$ cat config.mk
export PLATFORM = sky130hd
export DESIGN_NAME = midpoint_circle_rasterizer
export DESIGN_NICKNAME = d
export VERILOG_FILES = /design/src/hw/rtl/mcr_pkg.sv /design/src/hw/rtl/mcr_front.sv /design/src/hw/rtl/mcr_queue.sv /design/src/hw/rtl/mcr_back.sv /design/src/hw/rtl/midpoint_circle_rasterizer.sv
export SDC_FILE = /design/constraint.sdc
export NUM_CORES = 1
export LEC_CHECK = 0
export ABC_AREA = 1
export BUFFER_PORTS_ARGS = -buffer_cell sky130_fd_sc_hd__buf_2
export CAP_MARGIN = 20
export CORE_ASPECT_RATIO = 0.75
export CORE_MARGIN = 2
export CORE_UTILIZATION = 25
export CTS_BUF_LIST = sky130_fd_sc_hd__clkbuf_4
export DETAILED_ROUTE_END_ITERATION = 12
export HOLD_SLACK_MARGIN = 0.05
export PLACE_DENSITY = 0.38
export SYNTH_ARGS = -nofsm -noshare
export SYNTH_HDL_FRONTEND = slang
export SYNTH_SLANG_ARGS = --single-unit
export TNS_END_PERCENT = 100
$ cat constraint.sdc
create_clock -name i_clk -period 3.99 [get_ports i_clk]
set_input_delay 0.5985 -clock i_clk [delete_from_list [all_inputs] [get_ports i_clk]]
set_output_delay 0.5985 -clock i_clk [all_outputs]
set_load 0.05 [all_outputs]
$ cat src/hw/rtl/mcr_pkg.sv
`timescale 1ns / 1ps
`default_nettype none
package mcr_pkg;

    // Item kinds carried on the slave tuser bit
    localparam logic KIND_START = 1'b0;
    localparam logic KIND_STEP  = 1'b1;

    // Per-job flags handed from the front end to the point emitter
    typedef struct packed {
        logic single;   // zero-radius start: emit the center once
        logic swap;     // x != y: emit the four swapped octant points too
        logic done;     // this step completes the circle
    } t_job_ctl;

    localparam int JOB_CTL_BITS = $bits(t_job_ctl);

endpackage
`default_nettype wire

$ cat src/hw/rtl/mcr_front.sv
`timescale 1ns / 1ps
`default_nettype none
module mcr_front #(
    parameter int COORD_BITS = 12
) (
    input  wire logic                    i_clk,
    input  wire logic                    i_rst_n,
    input  wire logic                    i_valid,
    input  wire logic                    i_kind,
    input  wire logic [COORD_BITS-1:0]   i_center_x,
    input  wire logic [COORD_BITS-1:0]   i_center_y,
    input  wire logic [COORD_BITS-1:0]   i_radius,
    input  wire logic                    i_q_full,
    output logic                         o_ready,
    output logic                         o_push,
    output logic [COORD_BITS-1:0]        o_cx,
    output logic [COORD_BITS-1:0]        o_cy,
    output logic [COORD_BITS:0]          o_x,
    output logic [COORD_BITS:0]          o_y,
    output mcr_pkg::t_job_ctl            o_ctl
);

    localparam int WW = COORD_BITS + 1;
    localparam int EW = COORD_BITS + 4;

    logic [COORD_BITS-1:0] r_cx, r_cy;
    logic [WW-1:0]         r_x, r_y;
    logic signed [EW-1:0]  r_err;
    logic                  r_active;

    logic [COORD_BITS-1:0] n_cx, n_cy;
    logic [WW-1:0]         n_x, n_y;
    logic signed [EW-1:0]  n_err;
    logic                  n_active;

    logic                  accept;
    logic                  is_start;
    logic                  step_y;
    logic [WW-1:0]         adv_x, adv_y;
    logic signed [EW-1:0]  adv_err;
    logic                  adv_done;

    assign o_ready  = !i_q_full;
    assign accept   = i_valid && o_ready;
    assign is_start = (i_kind == mcr_pkg::KIND_START);

    // Midpoint decision: y moves when the error is not positive, else x moves
    assign step_y  = (r_err <= 0);
    assign adv_y   = step_y ? r_y + WW'(1) : r_y;
    assign adv_x   = step_y ? r_x : r_x - WW'(1);
    assign adv_err = step_y ? r_err + EW'({r_y, 1'b1}) + EW'(2)
                            : r_err - EW'({r_x, 1'b1}) + EW'(2);
    assign adv_done = (adv_x < adv_y);

    always_comb begin
        n_cx     = r_cx;
        n_cy     = r_cy;
        n_x      = r_x;
        n_y      = r_y;
        n_err    = r_err;
        n_active = r_active;
        o_push   = 1'b0;
        o_cx     = r_cx;
        o_cy     = r_cy;
        o_x      = r_x;
        o_y      = r_y;
        o_ctl    = '{single: 1'b0, swap: (r_x != r_y), done: adv_done};
        if (accept) begin
            if (is_start) begin
                n_cx     = i_center_x;
                n_cy     = i_center_y;
                n_x      = WW'(i_radius);
                n_y      = '0;
                n_err    = '0;
                n_active = 1'b1;
                o_push   = (i_radius == '0);
                o_cx     = i_center_x;
                o_cy     = i_center_y;
                o_x      = '0;
                o_y      = '0;
                o_ctl    = '{single: 1'b1, swap: 1'b0, done: 1'b0};
            end else if (r_active) begin
                n_x      = adv_x;
                n_y      = adv_y;
                n_err    = adv_err;
                n_active = !adv_done;
                o_push   = 1'b1;
            end
        end
    end

    always_ff @(posedge i_clk) begin
        if (!i_rst_n) begin
            r_cx     <= '0;
            r_cy     <= '0;
            r_x      <= '0;
            r_y      <= '0;
            r_err    <= '0;
            r_active <= 1'b0;
        end else begin
            r_cx     <= n_cx;
            r_cy     <= n_cy;
            r_x      <= n_x;
            r_y      <= n_y;
            r_err    <= n_err;
            r_active <= n_active;
        end
    end

    a_active_in_octant: assert property (@(posedge i_clk) disable iff (!i_rst_n)
        r_active |-> (r_y <= r_x))
        else $error("walk left the octant while a circle is active");

endmodule
`default_nettype wire

$ cat src/hw/rtl/mcr_queue.sv
`timescale 1ns / 1ps
`default_nettype none
module mcr_queue #(
    parameter int WIDTH = 54
) (
    input  wire logic             i_clk,
    input  wire logic             i_rst_n,
    input  wire logic             i_push,
    input  wire logic [WIDTH-1:0] i_data,
    input  wire logic             i_pop,
    output logic      [WIDTH-1:0] o_data,
    output logic                  o_full,
    output logic                  o_empty
);

    logic [WIDTH-1:0] r_mem [2];
    logic             r_wr, r_rd;
    logic [1:0]       r_cnt;

    assign o_data  = r_mem[r_rd];
    assign o_full  = (r_cnt == 2'd2);
    assign o_empty = (r_cnt == 2'd0);

    always_ff @(posedge i_clk) begin
        if (i_push) begin
            r_mem[r_wr] <= i_data;
        end
    end

    always_ff @(posedge i_clk) begin
        if (!i_rst_n) begin
            r_wr  <= 1'b0;
            r_rd  <= 1'b0;
            r_cnt <= 2'd0;
        end else begin
            if (i_push) begin
                r_wr <= !r_wr;
            end
            if (i_pop) begin
                r_rd <= !r_rd;
            end
            case ({i_push, i_pop})
                2'b10:   r_cnt <= r_cnt + 2'd1;
                2'b01:   r_cnt <= r_cnt - 2'd1;
                default: r_cnt <= r_cnt;
            endcase
        end
    end

    a_no_overflow: assert property (@(posedge i_clk) disable iff (!i_rst_n)
        (i_push && o_full) |-> i_pop)
        else $error("job queue pushed while full");

    a_no_underflow: assert property (@(posedge i_clk) disable iff (!i_rst_n)
        i_pop |-> !o_empty)
        else $error("job queue popped while empty");

endmodule
`default_nettype wire

$ cat src/hw/rtl/mcr_back.sv
`timescale 1ns / 1ps
`default_nettype none
module mcr_back #(
    parameter int COORD_BITS = 12
) (
    input  wire logic                    i_clk,
    input  wire logic                    i_rst_n,
    input  wire logic                    i_q_empty,
    input  wire logic [COORD_BITS-1:0]   i_cx,
    input  wire logic [COORD_BITS-1:0]   i_cy,
    input  wire logic [COORD_BITS:0]     i_x,
    input  wire logic [COORD_BITS:0]     i_y,
    input  wire mcr_pkg::t_job_ctl       i_ctl,
    output logic                         o_pop,
    input  wire logic                    i_tready,
    output logic                         o_tvalid,
    output logic signed [COORD_BITS+1:0] o_point_x,
    output logic signed [COORD_BITS+1:0] o_point_y,
    output logic                         o_last,
    output logic                         o_finished
);

    localparam int PW = COORD_BITS + 2;
    localparam logic [2:0] LAST_SINGLE = 3'd0;
    localparam logic [2:0] LAST_AXIS   = 3'd3;
    localparam logic [2:0] LAST_FULL   = 3'd7;

    logic [2:0]           r_idx;
    logic                 r_valid;
    logic signed [PW-1:0] r_px, r_py;
    logic                 r_last, r_fin;

    logic                 load;
    logic [2:0]           last_idx;
    logic                 at_last;
    logic signed [PW-1:0] off_a, off_b, pt_x, pt_y;

    assign load     = !i_q_empty && (!r_valid || i_tready);
    assign last_idx = i_ctl.single ? LAST_SINGLE : (i_ctl.swap ? LAST_FULL : LAST_AXIS);
    assign at_last  = (r_idx == last_idx);
    assign o_pop    = load && at_last;

    // Index bit 2 swaps x and y, bit 0 negates the column offset, bit 1 the row offset
    assign off_a = r_idx[2] ? PW'(i_y) : PW'(i_x);
    assign off_b = r_idx[2] ? PW'(i_x) : PW'(i_y);
    assign pt_x  = r_idx[0] ? PW'(i_cx) - off_a : PW'(i_cx) + off_a;
    assign pt_y  = r_idx[1] ? PW'(i_cy) - off_b : PW'(i_cy) + off_b;

    always_ff @(posedge i_clk) begin
        if (load) begin
            r_px   <= pt_x;
            r_py   <= pt_y;
            r_last <= at_last;
            r_fin  <= i_ctl.done;
        end
    end

    always_ff @(posedge i_clk) begin
        if (!i_rst_n) begin
            r_idx   <= '0;
            r_valid <= 1'b0;
        end else begin
            if (load) begin
                r_idx <= at_last ? 3'd0 : r_idx + 3'd1;
            end
            if (load) begin
                r_valid <= 1'b1;
            end else if (i_tready) begin
                r_valid <= 1'b0;
            end
        end
    end

    assign o_tvalid   = r_valid;
    assign o_point_x  = r_px;
    assign o_point_y  = r_py;
    assign o_last     = r_last;
    assign o_finished = r_fin;

    a_idx_needs_job: assert property (@(posedge i_clk) disable iff (!i_rst_n)
        (r_idx != 3'd0) |-> !i_q_empty)
        else $error("point index advanced without a job at the queue head");

    a_idx_in_range: assert property (@(posedge i_clk) disable iff (!i_rst_n)
        !i_q_empty |-> (r_idx <= last_idx))
        else $error("point index beyond the job's point count");

endmodule
`default_nettype wire

$ cat src/hw/rtl/midpoint_circle_rasterizer.sv
`timescale 1ns / 1ps
`default_nettype none
// Channel   Direction  tdata (low bit up)                        tuser      tlast
// s_axis    in         center_x, center_y, radius, zero pad       kind       -
// m_axis    out        point_x, point_y, zero pad                 finished   last
//
// A step item yields 8 points (4 when x == y), one per cycle from the point
// emitter while m_axis tready is high; a start yields 0 or 1 point.
// The front end updates the walk on acceptance and queues a job (2 deep);
// input stalls only when that queue is full.
// Output is registered; m_axis tready low holds the point and the queue.
// Reset (i_rst_n low, synchronous) drops any circle and pending points.
module midpoint_circle_rasterizer #(
    parameter int COORD_BITS = 12
) (
    input  wire logic                   i_clk,
    input  wire logic                   i_rst_n,
    input  wire logic                   i_s_axis_tvalid,
    output logic                        o_s_axis_tready,
    input  wire logic [((3*COORD_BITS+7)/8)*8-1:0] i_s_axis_tdata, // center_x, center_y, radius
    input  wire logic                   i_s_axis_tuser,  // kind
    output logic                        o_m_axis_tvalid,
    input  wire logic                   i_m_axis_tready,
    output logic [((2*(COORD_BITS+2)+7)/8)*8-1:0] o_m_axis_tdata, // point_x, point_y
    output logic                        o_m_axis_tuser,  // finished
    output logic                        o_m_axis_tlast   // last
);

    localparam int CW = COORD_BITS;
    localparam int PW = COORD_BITS + 2;
    localparam int JW = 2 * CW + 2 * (CW + 1) + mcr_pkg::JOB_CTL_BITS;

    logic                  q_full, q_empty, push, pop;
    logic [CW-1:0]         f_cx, f_cy, b_cx, b_cy;
    logic [CW:0]           f_x, f_y, b_x, b_y;
    mcr_pkg::t_job_ctl     f_ctl, b_ctl;
    logic [JW-1:0]         q_in, q_out;
    logic signed [PW-1:0]  point_x, point_y;

    mcr_front #(.COORD_BITS(COORD_BITS)) u_front (
        .i_clk      (i_clk),
        .i_rst_n    (i_rst_n),
        .i_valid    (i_s_axis_tvalid),
        .i_kind     (i_s_axis_tuser),
        .i_center_x (i_s_axis_tdata[CW-1:0]),
        .i_center_y (i_s_axis_tdata[2*CW-1:CW]),
        .i_radius   (i_s_axis_tdata[3*CW-1:2*CW]),
        .i_q_full   (q_full),
        .o_ready    (o_s_axis_tready),
        .o_push     (push),
        .o_cx       (f_cx),
        .o_cy       (f_cy),
        .o_x        (f_x),
        .o_y        (f_y),
        .o_ctl      (f_ctl)
    );

    assign q_in = {f_ctl, f_y, f_x, f_cy, f_cx};

    mcr_queue #(.WIDTH(JW)) u_queue (
        .i_clk   (i_clk),
        .i_rst_n (i_rst_n),
        .i_push  (push),
        .i_data  (q_in),
        .i_pop   (pop),
        .o_data  (q_out),
        .o_full  (q_full),
        .o_empty (q_empty)
    );

    assign {b_ctl, b_y, b_x, b_cy, b_cx} = q_out;

    mcr_back #(.COORD_BITS(COORD_BITS)) u_back (
        .i_clk      (i_clk),
        .i_rst_n    (i_rst_n),
        .i_q_empty  (q_empty),
        .i_cx       (b_cx),
        .i_cy       (b_cy),
        .i_x        (b_x),
        .i_y        (b_y),
        .i_ctl      (b_ctl),
        .o_pop      (pop),
        .i_tready   (i_m_axis_tready),
        .o_tvalid   (o_m_axis_tvalid),
        .o_point_x  (point_x),
        .o_point_y  (point_y),
        .o_last     (o_m_axis_tlast),
        .o_finished (o_m_axis_tuser)
    );

    always_comb begin
        o_m_axis_tdata             = '0;
        o_m_axis_tdata[PW-1:0]     = point_x;
        o_m_axis_tdata[2*PW-1:PW]  = point_y;
    end

endmodule
`default_nettype wire
Word level (Yosys, flattened, before mapping)

Memory sizes are Yosys's and may differ from the RTL's. A register that Yosys moved wholly into a read port is not among the register bits.
Cells that the tools add are included.

Flip-flop bits (word level): 105
Memory bits (writable): 106
Output and inout bits: 36
Memories: 1

Memory list:

| memory        | words | bits a word | read ports | clocked after Yosys merged registers in | wr ports | RTL line        | RTL |
|---|---|---|---|---|---|---|---|
| u_queue.r_mem | 2     | 53          | 1          | 1                                       | 1        | mcr_queue.sv:16 | `logic [WIDTH-1:0] r_mem [2];` |

Add/subtract/negate cells: 13
Magnitude comparators: 2
Eq/ne operators: 6
Muxes and demuxes: 38
Reduce and logical (&&, ||, !) cells: 15

Operator list:

| operator                                                               | count |
|---|---|
| 13-bit two-way mux                                                     | 12 |
| 12-bit two-way mux                                                     | 4 |
| 16-bit two-way mux                                                     | 3 |
| 16-bit by 2-bit adder with 16-bit output, second input constant        | 2 |
| 12-bit by 14-bit adder with 14-bit output                              | 2 |
| 14-bit two-way mux                                                     | 2 |
| 12-bit by 14-bit subtractor with 14-bit output                         | 2 |
| 16-bit by 14-bit adder with 16-bit output                              | 1 |
| 16-bit by 1-bit <= comparator with 1-bit output, second input constant | 1 |
| 16-bit by 14-bit subtractor with 16-bit output                         | 1 |
| 3-bit two-way mux                                                      | 5 |
| 13-bit by 1-bit adder with 13-bit output, second input constant        | 1 |
| 13-bit less-than comparator                                            | 1 |
| 13-bit inequality test                                                 | 1 |
| 13-bit by 1-bit subtractor with 13-bit output, second input constant   | 1 |
| 12-bit logical NOT                                                     | 1 |
| 1-bit two-way mux                                                      | 11 |
| 1-bit logical NOT                                                      | 6 |
| 2-bit equality test, second input constant                             | 2 |
| 2-bit one-hot mux with 2 select lines                                  | 1 |
| 2-bit nonzero test                                                     | 2 |
| 3-bit by 1-bit adder with 3-bit output, second input constant          | 1 |
| 3-bit equality test                                                    | 1 |
| 1-bit logical AND                                                      | 3 |
| 7 further kinds                                                        | 7 |

Depth between registers and ports, before layout

Gate-level depths: netlist of the first run.

Word-level depth: 6
Gate-level depth with buffers: 23

Modules after synthesis

A second synthesis of the first run with hierarchy kept.

Cells, all modules: 1,579
Area, all modules: 13,546.7 um^2

Modules (own cells, without submodules):

| module                     | instances | cells an instance | area each (um^2) | seq. area each (um^2) |
|---|---|---|---|---|
| mcr_front                  | 1         | 923               | 6,004.5          | 1,341.3 |
| mcr_queue                  | 1         | 200               | 4,305.4          | 3,283.1 |
| mcr_back                   | 1         | 451               | 3,203.1          | 980.9 |
| midpoint_circle_rasterizer | 1         | 5                 | 33.8             | 0.0 |

Worst setup path before layout of the first run

No wires, ideal clock.

Path type: register to register
From: reg u_queue.r_cnt[0]
To: mem u_queue.r_mem[1][0] in the netlist's numbering (enable)
Setup time: 0.465 ns
Arrival: 3.709 ns
Data required time: 3.525 ns
Slack: -0.184 ns
Cell stages (with the launch flop): 9
Buffers on the path: 0
Period minus slack after synthesis: 4.174 ns
Cells stage by stage: dfxtp_1 -> inv_1 -> nand2_1 -> nand2_1 -> nor2_1 -> nor2_1 -> inv_1 -> nand2_1 -> nor2_1

Longest elaborated chain between the ends: 6

Ends and longest elaborated chain:

| what                                    | RTL line                         | RTL |
|---|---|---|
| start: declaration                      | mcr_queue.sv:18                  | `logic [1:0] r_cnt;` |
| start signal: assignment                | mcr_queue.sv:43                  | `2'b10: r_cnt <= r_cnt + 2'd1;` |
| start signal: assignment                | mcr_queue.sv:44                  | `2'b01: r_cnt <= r_cnt - 2'd1;` |
| start signal: assignment                | mcr_queue.sv:45                  | `default: r_cnt <= r_cnt;` |
| 2-bit equality test                     | mcr_queue.sv:21                  | `assign o_full = (r_cnt == 2'd2);` |
| 1-bit logical NOT                       | mcr_front.sv:43                  | `assign o_ready = !i_q_full;` |
| net o_s_axis_tready                     | midpoint_circle_rasterizer.sv:19 | `output logic o_s_axis_tready,` |
| 1-bit logical AND                       | mcr_front.sv:44                  | `assign accept = i_valid && o_ready;` |
| 1-bit two-way mux                       | mcr_front.sv:68                  | `if (accept) begin` |
| 1-bit two-way mux                       | mcr_queue.sv:25                  | `if (i_push) begin` |
| 1-bit two-way mux (not written as such) | mcr_queue.sv:26                  | `r_mem[r_wr] <= i_data;` |
| end: declaration                        | mcr_queue.sv:16                  |  |

The timed path passes the listed nets, and every way through them passes these cells.

==> results of run 1 <==
==> power by group through the flow <==
stage                     registers [mW]  clock network [mW]  logic [mW]
after floorplan                     2.50                   0       0.759
final                               2.44                2.06        1.20
after CTS                           2.44                2.16        1.20
after global placement              2.49                   0        1.19
after global routing                2.44                2.29        1.36
after detailed placement            2.49                   0        1.19
==> worst paths after layout <==
| kind | from | end | slack [ns] | cells past startpoint |
|---|---|---|---|---|
| setup / recovery | flip-flop | u_back.o_point_x[13]$_DFFE_PP_ | 0.41 | 22 |
| hold / removal | i_s_axis_tdata[30] | u_front.r_x[6]$_SDFFE_PN0P_ | 0.19 | 3 |
| setup reg to reg | flip-flop | u_back.o_point_x[13]$_DFFE_PP_ | 0.41 | 22 |
| hold reg to reg | u_front.r_cx[3]$_SDFF_PN0_ | u_front.r_cx[3]$_SDFF_PN0_ | 0.47 | 2 |
==> placed cells by master, fill, tap and decap left out, types with 13 or more instances in the layout <==
cell	Yosys	routed
xnor2_1	28	28
o211ai_1	13	13
o21ai_1	24	25
clkbuf_4	0	95
o21ai_2	20	19
inv_1	166	166
dfxtp_1	76	75
xor2_1	46	46
a21oi_1	120	119
nor2_1	150	146
edfxtp_1	136	136
o21ai_0	50	49
a211oi_1	27	27
nor3_1	20	20
ha_1	97	97
buf_4	8	31
nand2_1	420	420
nand3_1	87	87
buf_2	16	72
==> cell usage after synthesis (all sizes together) <==
library cell	count
nor4	5
nand3	90
clkinv	2
clkbuf	28
a21o	4
and2	1
conb	1
a41oi	1
o21a	3
nor3	20
inv	169
buf	32
xnor2	28
o21bai	5
a221oi	1
o22ai	7
a21boi	2
nand4	10
a31oi	7
fa	4
nand2	423
nand3b	4
a211oi	27
a21oi	120
ha	97
edfxtp	136
dfxtp	76
nor2	152
o2111ai	2
o21ai	94
o211ai	13
o31ai	1
xor2	46
or2	14
mux2i	2
==> worst max-delay path, stage by stage (launching register included) <==
cell and delay, ns:
dfxtp_2 0.41, inv_4 0.06, or2_1 0.20, o21ai_1 0.11, inv_1 0.08, o21ai_2 0.22
ha_1 0.21, inv_1 0.06, nor2_2 0.15, nand3_1 0.12, o21ai_2 0.17, nand2_1 0.08
xor2_1 0.16, ha_1 0.37, nand2_1 0.09, nor2_1 0.14, nand4_1 0.10, o211ai_1 0.28
nand2_1 0.08, nand2_1 0.08, nand3_1 0.07, nand2_1 0.06, nand2_1 0.05
==> per-stage QoR <==
step           power, mW  utilization [%]  hold WS [ns]  setup slack (ns)  std cells
5_1_grt            6.095            29.44        0.1231          0.008029       2494
4_1_cts            5.798            29.35        0.1039            0.3062       2491
3_3_place_gp       3.677            27.83        0.4556            0.3180       2379
2_1_floorplan      3.256                -        0.4437            0.4451       1630
3_5_place_dp       3.679            27.83        0.4544            0.3469       2379
6_report           5.700            29.44        0.1918            0.4107       2494
==> final cells by class <==
| class | count | area share [%] |
|---|---|---|
| multi-input combinational | 1187 | 43.62 |
| sequential | 212 | 36.77 |
| tap | 703 | 5.768 |
| clock buffer | 95 | 4.677 |
| timing repair buffer | 108 | 4.431 |
| inverter | 171 | 4.234 |
| clock inverter | 17 | 0.4841 |
| antenna | 1 | 0.01641 |
==> routing by layer <==
metal  vias to the layer above  routed length (µm)  part of all wire [%]  GRT usage (%)
li1                       5725                   -                     -              -
met1                      5050               21500                    55          23.44
met2                       238               15060                    38          19.66
met3                        52                2120                   5.4          2.959
met4                         2                 541                   1.4          2.996
met5                         -                  17                 0.043              0
==> registers in the layout (all words and copies together) (netlist names), named ones only <==
signal	flops
u_front.r_active	1
u_front.r_x	13
u_back.o_finished	1
u_back.o_point_x	14
u_queue.r_mem	106
u_back.o_tvalid	1
u_queue.r_cnt	2
u_front.r_err	16
u_front.r_cy	12
u_back.o_point_y	14
u_queue.r_wr	1
u_back.r_idx	3
u_back.o_last	1
u_front.r_y	13
u_front.r_cx	12
u_queue.r_rd	1
==> repair_timing <==
| action | 4_1_cts | 5_1_grt |
|---|---|---|
| buffers inserted | 0 | 1 |
| setup endpoints to repair | 0 | 3 |
| gates resized for setup | 0 | 4 |
| endpoints found under the hold margin | 0 | 0 |
==> cells by family (layout without fill, tap and decap cells) <==
kind of cell / after synthesis / in the layout / synth area share [%]
AOI/OAI and AO/OA: 287 / 287 / 12.77
adders and majority gates: 101 / 101 / 9.828
DFF: 212 / 212 / 42.58
and+or+nand+nor: 719 / 719 / 22.44
buffers and inverters: 231 / 391 / 7.271
xor gates and xnor gates: 74 / 74 / 4.924
other: 1 / 5 / 0.02849
muxes: 2 / 2 / 0.1521
==> results_dict.tcl, run 1 <==
set metrics [dict create \
    cp.required_ns 4.46 \
    h-tree-depth 2 \
    ctsHoldBuffers 0 \
    design.final.nets 1885 \
    fillers 5640 \
    ant_nets 0 \
    cap_viol_max_count 0 \
    grt_max_degree 66 \
    totalWireLength_um 39250 \
    vias 11070 \
    grt_pass1_vias 10630 \
    max-slew-margin-rel_pct 40.95 \
    dr.pass1.iters 5 \
    multiInputGateArea_um2 6651 \
    start_util_pct 25.41 \
    hp-class "in -> reg" \
    critPathCaptureType "flip-flop" \
    fmax_ghz 0.2794 \
    combPwrFrac_pct 21.1 \
    ys_warn_count 0 \
    setup_viol 0 \
    avgSynthCellArea_um2 8.091 \
    critPathKind "reg -> reg" \
    hold_violations 0 \
    fin_worst_skew_ns 0.08456 \
    antenna_found_initial 2 \
    ys_seq_elements 212 \
    p_int_mw 3.899 \
    crit_fanout 7 \
    switching_power_mw 1.801 \
    root_buffer "clkbuf_4" \
    clk_latency_ns 0.75 \
    tightest_slew_ns 0.8848 \
    rows 72 \
    fin_area_um2 15250 \
    dieWidth_um 269.0 \
    drc_errors 0 \
    drt_iter0_markers 689 \
    gr-usage-all-layers_pct 14.63 \
    powerDensity_nw_per_um2 373.8 \
    dpl_cell_area_um2 14420 \
    synth_area_leaders "edfxtp_1, nand2_1, dfxtp_1, ha_1, inv_1" \
    globalRouteOverflowTotal 0 \
    clock_path_buffers 3 \
    synth_cell_types 47 \
    worstPathArrival_ns 4.05 \
    die-area_um2 54530 \
    ir_drop_uv 197.5 \
    p_sw_share_pct 31.60 \
    viasPerCell 4.437 \
    finalMaxSlewViolations 0 \
    port_buffers 72 \
    post-route-min-period_ns 3.579 \
    seq_area_um2 5607 \
    p_seq_share_pct 42.8 \
    setup_tns_ns 0 \
    grt_first_pass_wirelength_um 61550 \
    routabilityCongestion 0.8899 \
    io_pins 81 \
    cts.sinks 212 \
    status "completed" \
    syn_inst 1627 \
    synth_top_area_share_pct 31.02 \
    clk_pin_slew_ns 0.07 \
    die_h_um 202.7 \
    cts_buffers 59 \
    p_clk_share_pct 36.1 \
    p_leak_nw 6.539 \
    area_growth_pct 15.84 \
    drive_gt1_share_pct 14.19 \
    critPathLaunchType "flip-flop" \
    grt_setup_unrepaired "no" \
    netlist.top_cell.by_area "edfxtp_1" \
    cts_tree "yes" \
    post-route-period-util_pct 89.71 \
    coreArea_um2 51800 \
    ys_seq_area_share_pct 42.58 \
    hpwl_um 29820 \
    netlist_area_um2 13160 \
    detail_route.wl_per_cell_um 15.74 \
]
No activity file was read; power rests on OpenSTA's default activity.
==> run 2, diff against run 1 <==
--- a/config.mk
+++ b/config.mk
@@ -5,16 +5,15 @@
 export SDC_FILE = /design/constraint.sdc
 export NUM_CORES = 1
 export LEC_CHECK = 0
-export ABC_AREA = 1
 export BUFFER_PORTS_ARGS = -buffer_cell sky130_fd_sc_hd__buf_2
 export CAP_MARGIN = 20
 export CORE_ASPECT_RATIO = 0.75
 export CORE_MARGIN = 2
-export CORE_UTILIZATION = 25
+export CORE_UTILIZATION = 30
 export CTS_BUF_LIST = sky130_fd_sc_hd__clkbuf_4
 export DETAILED_ROUTE_END_ITERATION = 12
 export HOLD_SLACK_MARGIN = 0.05
-export PLACE_DENSITY = 0.38
+export PLACE_DENSITY = 0.44
 export SYNTH_ARGS = -nofsm -noshare
 export SYNTH_HDL_FRONTEND = slang
 export SYNTH_SLANG_ARGS = --single-unit
==> run 2 against run 1 <==
Cell area is 3.5% lower; final cell count is 21% lower; via count is 13% lower; clock power is 2% higher; global-route usage is 1.2 points higher; worst hold slack worse by 0.031 ns; count of clock-buffer cells in the layout is 2 lower; area after synthesis is 3.2% lower; wire length is 11% lower; setup slack worse by 0.088 ns; critical path depth is 9 lower; critical endpoint is now u_back.o_point_x[12]$_DFFE_PP_; largest power group unchanged.
==> results_dict.tcl, run 2 <==
set metrics [dict create \
    synth_cell_types 75 \
    antenna_found_initial 2 \
    reg_top3 "u_queue.r_mem: 106 flops, u_front.r_err: 16 flops" \
    cts_buffers 60 \
    ys_seq_elements 212 \
    viasPerCell 4.888 \
    ir_drop_uv 159.0 \
    largest-register "u_queue.r_mem" \
    clk_latency_ns 0.74 \
    drive_gt1_share_pct 20.06 \
    design.final.nets 1497 \
    fmax_ghz 0.2727 \
    clk_pin_slew_ns 0.07 \
    hpwl_um 25280 \
    detail_route.wl_per_cell_um 17.66 \
    vias 9634 \
    globalRouteOverflowTotal 0 \
    status "completed" \
    critPathLaunchType "flip-flop" \
    critPathKind "reg -> reg" \
    synth_edf_count 136 \
    synth_top_area_share_pct 32.03 \
    crit_path_top_delay_cell "mux4_2" \
    critical_path_buf_inv_count 2 \
    cp.required_ns 4.42 \
    tightest_slew_ns 0.6925 \
    totalWireLength_um 34810 \
    setup_tns_ns 0 \
    grt_max_degree 56 \
    final_cell_mix "edfxtp_1, nand2_1, ha_1" \
    layout_commonest_cell "edfxtp_1" \
    min_path_cells 3 \
    dp.cells 1858 \
    drc_errors 0 \
    synth_area_leaders "edfxtp_1, dfxtp_1, ha_1, xnor2_1, nand2_1" \
    cpMostUsedCell "o21ai_0" \
    netlist.top_cell.by_area "edfxtp_1" \
    syn_inst 1233 \
    fin_worst_skew_ns 0.05252 \
    stdcell_count 1971 \
    critPathCaptureType "flip-flop" \
    rows 65 \
    avgSynthCellArea_um2 10.34 \
    path_delay_family "compound AO/OA/AOI/OAI gates" \
    synth-simple-area-share_pct 15.63 \
    powerDensity_nw_per_um2 347.9 \
    dieWidth_um 242.0 \
    ys_seq_area_share_pct 43.97 \
    synth_compound_area_share_pct 12.38 \
    hold_violations 0 \
    ys_warn_count 0 \
    setup_viol 0 \
    die-area_um2 44180 \
    cap_viol_max_count 0 \
    grt_pass1_vias 9521 \
    routabilityCongestion 0.8720 \
    worstPathArrival_ns 4.10 \
    synth_common_cells "edfxtp_1, nand2_1, ha_1, dfxtp_1, nor2_1" \
    cpPeakStageDelay_ns 0.64 \
    seq_area_um2 5610 \
    netlist_area_um2 12750 \
    grt_setup_unrepaired "no" \
    synth_mux_area_share_pct 7.547 \
    finalMaxSlewViolations 0 \
    whs_ns 0.1608 \
    io_pins 81 \
    multiInputGateArea_um2 6726 \
    clock_path_buffers 3 \
    dpl_worst_slack_ns 0.1046 \
    crit_fanout 12 \
    ant_nets 0 \
    worst-path-stages 13 \
    cts_tree "yes" \
    port_buffers 72 \
    coreArea_um2 41970 \
    crit_path_cell_trace "mux4_2 > inv_1 > ha_1 > mux2i_1 > inv_1 > fa_1 > nor2b_1 > o21ai_0 > a21boi_1 > o41ai_1 > o21ai_0 > o21ai_0 > xnor2_1" \
    drt_iter0_markers 477 \
    synth_top_family_by_area "simple AND/OR/NAND/NOR gates" \
    cts.sinks 212 \
    r2r_cells 13 \
    start_util_pct 30.38 \
    dr.pass1.iters 8 \
    fin_area_um2 14710 \
    post-route-period-util_pct 91.92 \
    fillers 4318 \
    timing.final.ws_setup_ns 0.3223 \
    async_reset_ff_share_pct 0 \
    dpl_cell_area_um2 13890 \
    hp-class "in -> reg" \
    gr-usage-all-layers_pct 15.83 \
    area_growth_pct 15.42 \
    synth_fa_ha_area_share_pct 10.15 \
    largest_reg_flops 106 \
    root_buffer "clkbuf_4" \
    h-tree-depth 2 \
    synth_xor_area_share_pct 6.792 \
    yosys.cell_count.top_type "edfxtp_1" \
    post-route-min-period_ns 3.668 \
    grt_first_pass_wirelength_um 54500 \
    synth_flop_cell "edfxtp_1" \
    max-slew-margin-rel_pct 53.77 \
    die_h_um 182.5 \
    p_leak_nw 5.894 \
]
run 2: cell count changes in the layout (fill, tap and decap cells not counted), sizes merged, moves of 49 or more:
cell   before  now
a21oi     120   67
and2        1   50
inv       172   53
nand2     423  131
nand3      90   34
nor2      152   75
run 2: per-stage QoR:
stage               power [mW]  utilization (%)
floorplan                2.865                -
global placement         3.061            33.11
detailed placement       3.066            33.11
CTS                      5.226            35.04
global route             5.410            35.06
finish                   5.119            35.06
run 2: repair_timing:
| action | CTS | global route |
|---|---|---|
| hold buffers | 0 | 0 |
| setup endpoints to repair | 0 | 9 |
| setup buffers | 0 | 0 |
| resized for setup | 0 | 9 |
run 2: per-layer routing:
layer | routed length [µm] | share of wire, % | up-vias | global-route usage, %
met4 | 593 | 1.7 | 0 | 4.123
met3 | 1932 | 5.5 | 43 | 3.353
met5 | 0 | 0 | - | 0
li1 | - | - | 4733 | -
met2 | 14490 | 42 | 242 | 23.40
met1 | 17800 | 51 | 4616 | 23.27
run 2: report_power, final:
part | internal, mW | switching [mW]
combinational | 0.239 | 0.388
sequential | 2.37 | 0.0236
clock | 1.13 | 0.973
total | 3.73 | 1.38
run 2: kinds of logic after synthesis:
kind of cell / after synthesis
AOI/OAI and AO/OA: 245
xor gates and xnor gates: 98
adders and majority gates: 101
buffers and inverters: 106
DFF: 212
muxes: 67
other: 1
and+or+nand+nor: 403
run 2: cell type report:
cell class              count  share of cell area [%]
diodes                      1                 0.01701
inverters                  54                   1.378
clock buffers              93                   4.745
repair buffers            105                   4.413
multi-input cells         918                   45.71
well taps                 569                   4.838
clock inverters            19                  0.7653
flip-flops and latches    212                   38.13
run 2: worst paths after layout:
kind                                                        to  slack, ns                      startpoint
worst min-delay path               u_front.r_x[5]$_SDFFE_PN0P_       0.16              i_s_axis_tdata[29]
worst max register to register  u_back.o_point_x[12]$_DFFE_PP_       0.32                       flip-flop
worst min register to register  u_front.r_err[14]$_SDFFE_PN0P_       0.53  u_front.r_err[14]$_SDFFE_PN0P_
worst max-delay path            u_back.o_point_x[12]$_DFFE_PP_       0.32                       flip-flop
run 2: worst min-delay path: cells and delay by family:
family,cells,cell delay [ns]
AND/OR/NAND/NOR,1,0.06
AO/OA/AOI/OAI,1,0.07
buffers and inverters,1,0.11
==> run 3, diff against run 2 <==
--- a/config.mk
+++ b/config.mk
@@ -6,14 +6,16 @@
 export NUM_CORES = 1
 export LEC_CHECK = 0
 export BUFFER_PORTS_ARGS = -buffer_cell sky130_fd_sc_hd__buf_2
-export CAP_MARGIN = 20
+export CAP_MARGIN = 0
+export CELL_PAD_IN_SITES_DETAIL_PLACEMENT = 1
+export CELL_PAD_IN_SITES_GLOBAL_PLACEMENT = 1
 export CORE_ASPECT_RATIO = 0.75
 export CORE_MARGIN = 2
 export CORE_UTILIZATION = 30
 export CTS_BUF_LIST = sky130_fd_sc_hd__clkbuf_4
 export DETAILED_ROUTE_END_ITERATION = 12
 export HOLD_SLACK_MARGIN = 0.05
-export PLACE_DENSITY = 0.44
+export PLACE_DENSITY = 0.53
 export SYNTH_ARGS = -nofsm -noshare
 export SYNTH_HDL_FRONTEND = slang
 export SYNTH_SLANG_ARGS = --single-unit
==> run 3 against run 2 <==
Via count up 0.47%; wire length rose by 3.0%; worst hold slack better by 0.014 ns; first-iteration DRC count grew 9.4%; flip-flop and latch count unchanged; critical path type unchanged.
==> results_dict.tcl, run 3 (same netlist as run 2, synthesis figures left out) <==
set metrics [dict create \
    status "completed" \
    start_util_pct 30.38 \
    grt_pass1_vias 9992 \
    hold_end "u_queue.r_mem[1][22]$_DFFE_PP_" \
    gr-usage-all-layers_pct 16.47 \
    root_buffer "clkbuf_4" \
    utilization_pct 35.24 \
    fillers 4849 \
    clock_path_buffers 3 \
    coreArea_um2 41970 \
    port_buffers 72 \
    vias 9679 \
    cpPeakStageDelay_ns 0.55 \
    fin_worst_skew_ns 0.04691 \
    seq_area_um2 5609 \
    cap_viol_max_count 0 \
    cp.required_ns 4.61 \
    layout_commonest_cell "edfxtp_1" \
    drc_errors 0 \
    r2r_end "u_front.r_active$_SDFFE_PN0P_" \
    finalMaxSlewViolations 0 \
    cts.sinks 212 \
    hp-class "in -> reg" \
    ctsHoldBuffers 0 \
    ir_drop_uv 200.2 \
    rows 65 \
    combPwrFrac_pct 13.1 \
    drive_gt1_share_pct 20.42 \
    antenna_found_initial 1 \
    powerDensity_nw_per_um2 339.0 \
    drt_iter0_markers 522 \
    p_sw_share_pct 28.12 \
    detail_route.wl_per_cell_um 18.06 \
    die-area_um2 44180 \
    clk_pin_slew_ns 0.07 \
    post-route-period-util_pct 94.20 \
    r2r_cells 17 \
    dpl_cell_area_um2 14010 \
    tightest_slew_ns 0.7634 \
    largest_reg_flops 106 \
    switching_power_mw 1.410 \
    design.final.nets 1512 \
    grt_max_degree 54 \
    cts_tree "yes" \
    io_pins 81 \
    final_cell_mix "edfxtp_1, nand2_1, ha_1" \
    critPathKind "reg -> reg" \
    hpwl_um 26490 \
    timing.final.ws_setup_ns 0.2315 \
    min_path_cells 3 \
    area_growth_pct 16.00 \
    crit_path_top_delay_cell "or4_1" \
    p_seq_share_pct 47.8 \
    worstPathArrival_ns 4.38 \
    globalRouteOverflowTotal 0 \
    ff2ff_setup_slack_ns 0.23 \
    ant_nets 0 \
    fin_area_um2 14790 \
    largest-register "u_queue.r_mem" \
    viasPerCell 4.876 \
    p_leak_nw 5.941 \
    grt_setup_unrepaired "yes" \
    fmax_ghz 0.2661 \
    crit_path_cell_trace "clkinv_1 > ha_1 > nor4b_2 > buf_4 > nand4_1 > buf_4 > nand4_1 > or4_1 > xnor2_2 > ha_1 > nand4_1 > nor3_2 > a211oi_1 > o211ai_1 > a31oi_1 > buf_4 > a21oi_1" \
    cts_buffers 57 \
    die_h_um 182.5 \
    multiInputGateArea_um2 6753 \
    hold_violations 0 \
    p_int_mw 3.603 \
    dpl_worst_slack_ns 0.1071 \
    totalWireLength_um 35850 \
    setup_viol 0 \
    p_clk_share_pct 39.1 \
    post-route-min-period_ns 3.758 \
    clk_latency_ns 0.74 \
    grt_first_pass_wirelength_um 56980 \
    h-tree-depth 2 \
    stdcell_count 1985 \
    r2r_start "u_front.r_err[15]$_SDFFE_PN0P_" \
    dr.pass1.iters 5 \
    crit_fanout 4 \
    dieWidth_um 242.0 \
    dp.cells 1875 \
    routabilityCongestion 0.8262 \
    reg_top3 "u_queue.r_mem: 106 flops, u_front.r_err: 16 flops" \
    whs_ns 0.1751 \
    critPathCaptureType "flip-flop" \
    critPathLaunchType "flip-flop" \
    hp-start "i_s_axis_tdata[22]" \
    max-slew-margin-rel_pct 49.04 \
]
==> run 3: changes by cell type in the layout (fill, tap and decap cells not counted), moves of 2 or more <==
cell      before  now
clkinv_1      13   22
clkinv_4       2    0
inv_2          2    4
buf_4         29   48
clkbuf_4      93   79
==> run 3: repair_timing <==
| action | in CTS | in global routing |
|---|---|---|
| buffers inserted | 0 | 1 |
| resized for setup | 0 | 11 |
| setup endpoints to repair | 0 | 11 |
| hold endpoints to repair | 0 | 0 |
==> run 3: cell type report <==
cell class / instances / area share, %
Clock inverter: 29 / 0.9730
Antenna cell: 1 / 0.01692
Clock buffer: 79 / 4.011
Timing Repair Buffer: 123 / 5.220
Inverter: 54 / 1.371
Sequential cell: 212 / 37.93
Tap cell: 569 / 4.814
Multi-Input combinational cell: 918 / 45.66
==> run 3: routing by layer <==
metal / track usage (%) / part of all wire, % / wire length, µm / up-vias
met5: 0 / 0 / 0 / -
met4: 3.778 / 1.5 / 533 / 0
met3: 3.809 / 5.5 / 1978 / 47
met2: 23.64 / 40 / 14210 / 187
met1: 24.80 / 53 / 19140 / 4686
li1: - / - / - / 4759
==> run 3: power groups by stage <==
stage | clock [mW] | sequential (mW) | combinational, mW
2_1_floorplan | 0 | 2.45 | 0.415
3_5_place_dp | 0 | 2.44 | 0.647
3_3_place_gp | 0 | 2.44 | 0.636
5_1_grt | 2.17 | 2.40 | 0.730
4_1_cts | 2.07 | 2.39 | 0.651
6_report | 1.96 | 2.39 | 0.656
==> run 3: worst max path at each step <==
stage / from / endpoint / slack [ns] / cells after the start
floorplan: flip-flop / u_back.o_point_x[12]$_DFFE_PP_ / 0.38 / 16
global placement: flip-flop / u_back.o_point_x[13]$_DFFE_PP_ / 0.18 / 13
detailed placement: flip-flop / u_back.o_point_x[13]$_DFFE_PP_ / 0.11 / 13
CTS: flip-flop / u_back.o_point_x[13]$_DFFE_PP_ / 0.06 / 13
global route: u_front.r_err[14]$_SDFFE_PN0P_ / u_front.r_active$_SDFFE_PN0P_ / -0.05 / 17
finish: u_front.r_err[15]$_SDFFE_PN0P_ / u_front.r_active$_SDFFE_PN0P_ / 0.23 / 17
==> run 3: metrics by stage <==
step           setup TNS, ns  total power [mW]
3_3_place_gp               0             3.076
4_1_cts                    0             5.109
5_1_grt             -0.09103             5.296
2_1_floorplan              0             2.865
6_report                   0             5.013
3_5_place_dp               0             3.089
==> run 3: critical path: cells and delay by family (launching register included) <==
kind | cells | cell delay [ns]
AOI/OAI and AO/OA | 4 | 0.63
and+or+nand+nor | 6 | 1.26
xor gates and xnor gates | 1 | 0.28
DFF | 1 | 0.34
adders and majority gates | 2 | 0.54
buffers and inverters | 4 | 0.61
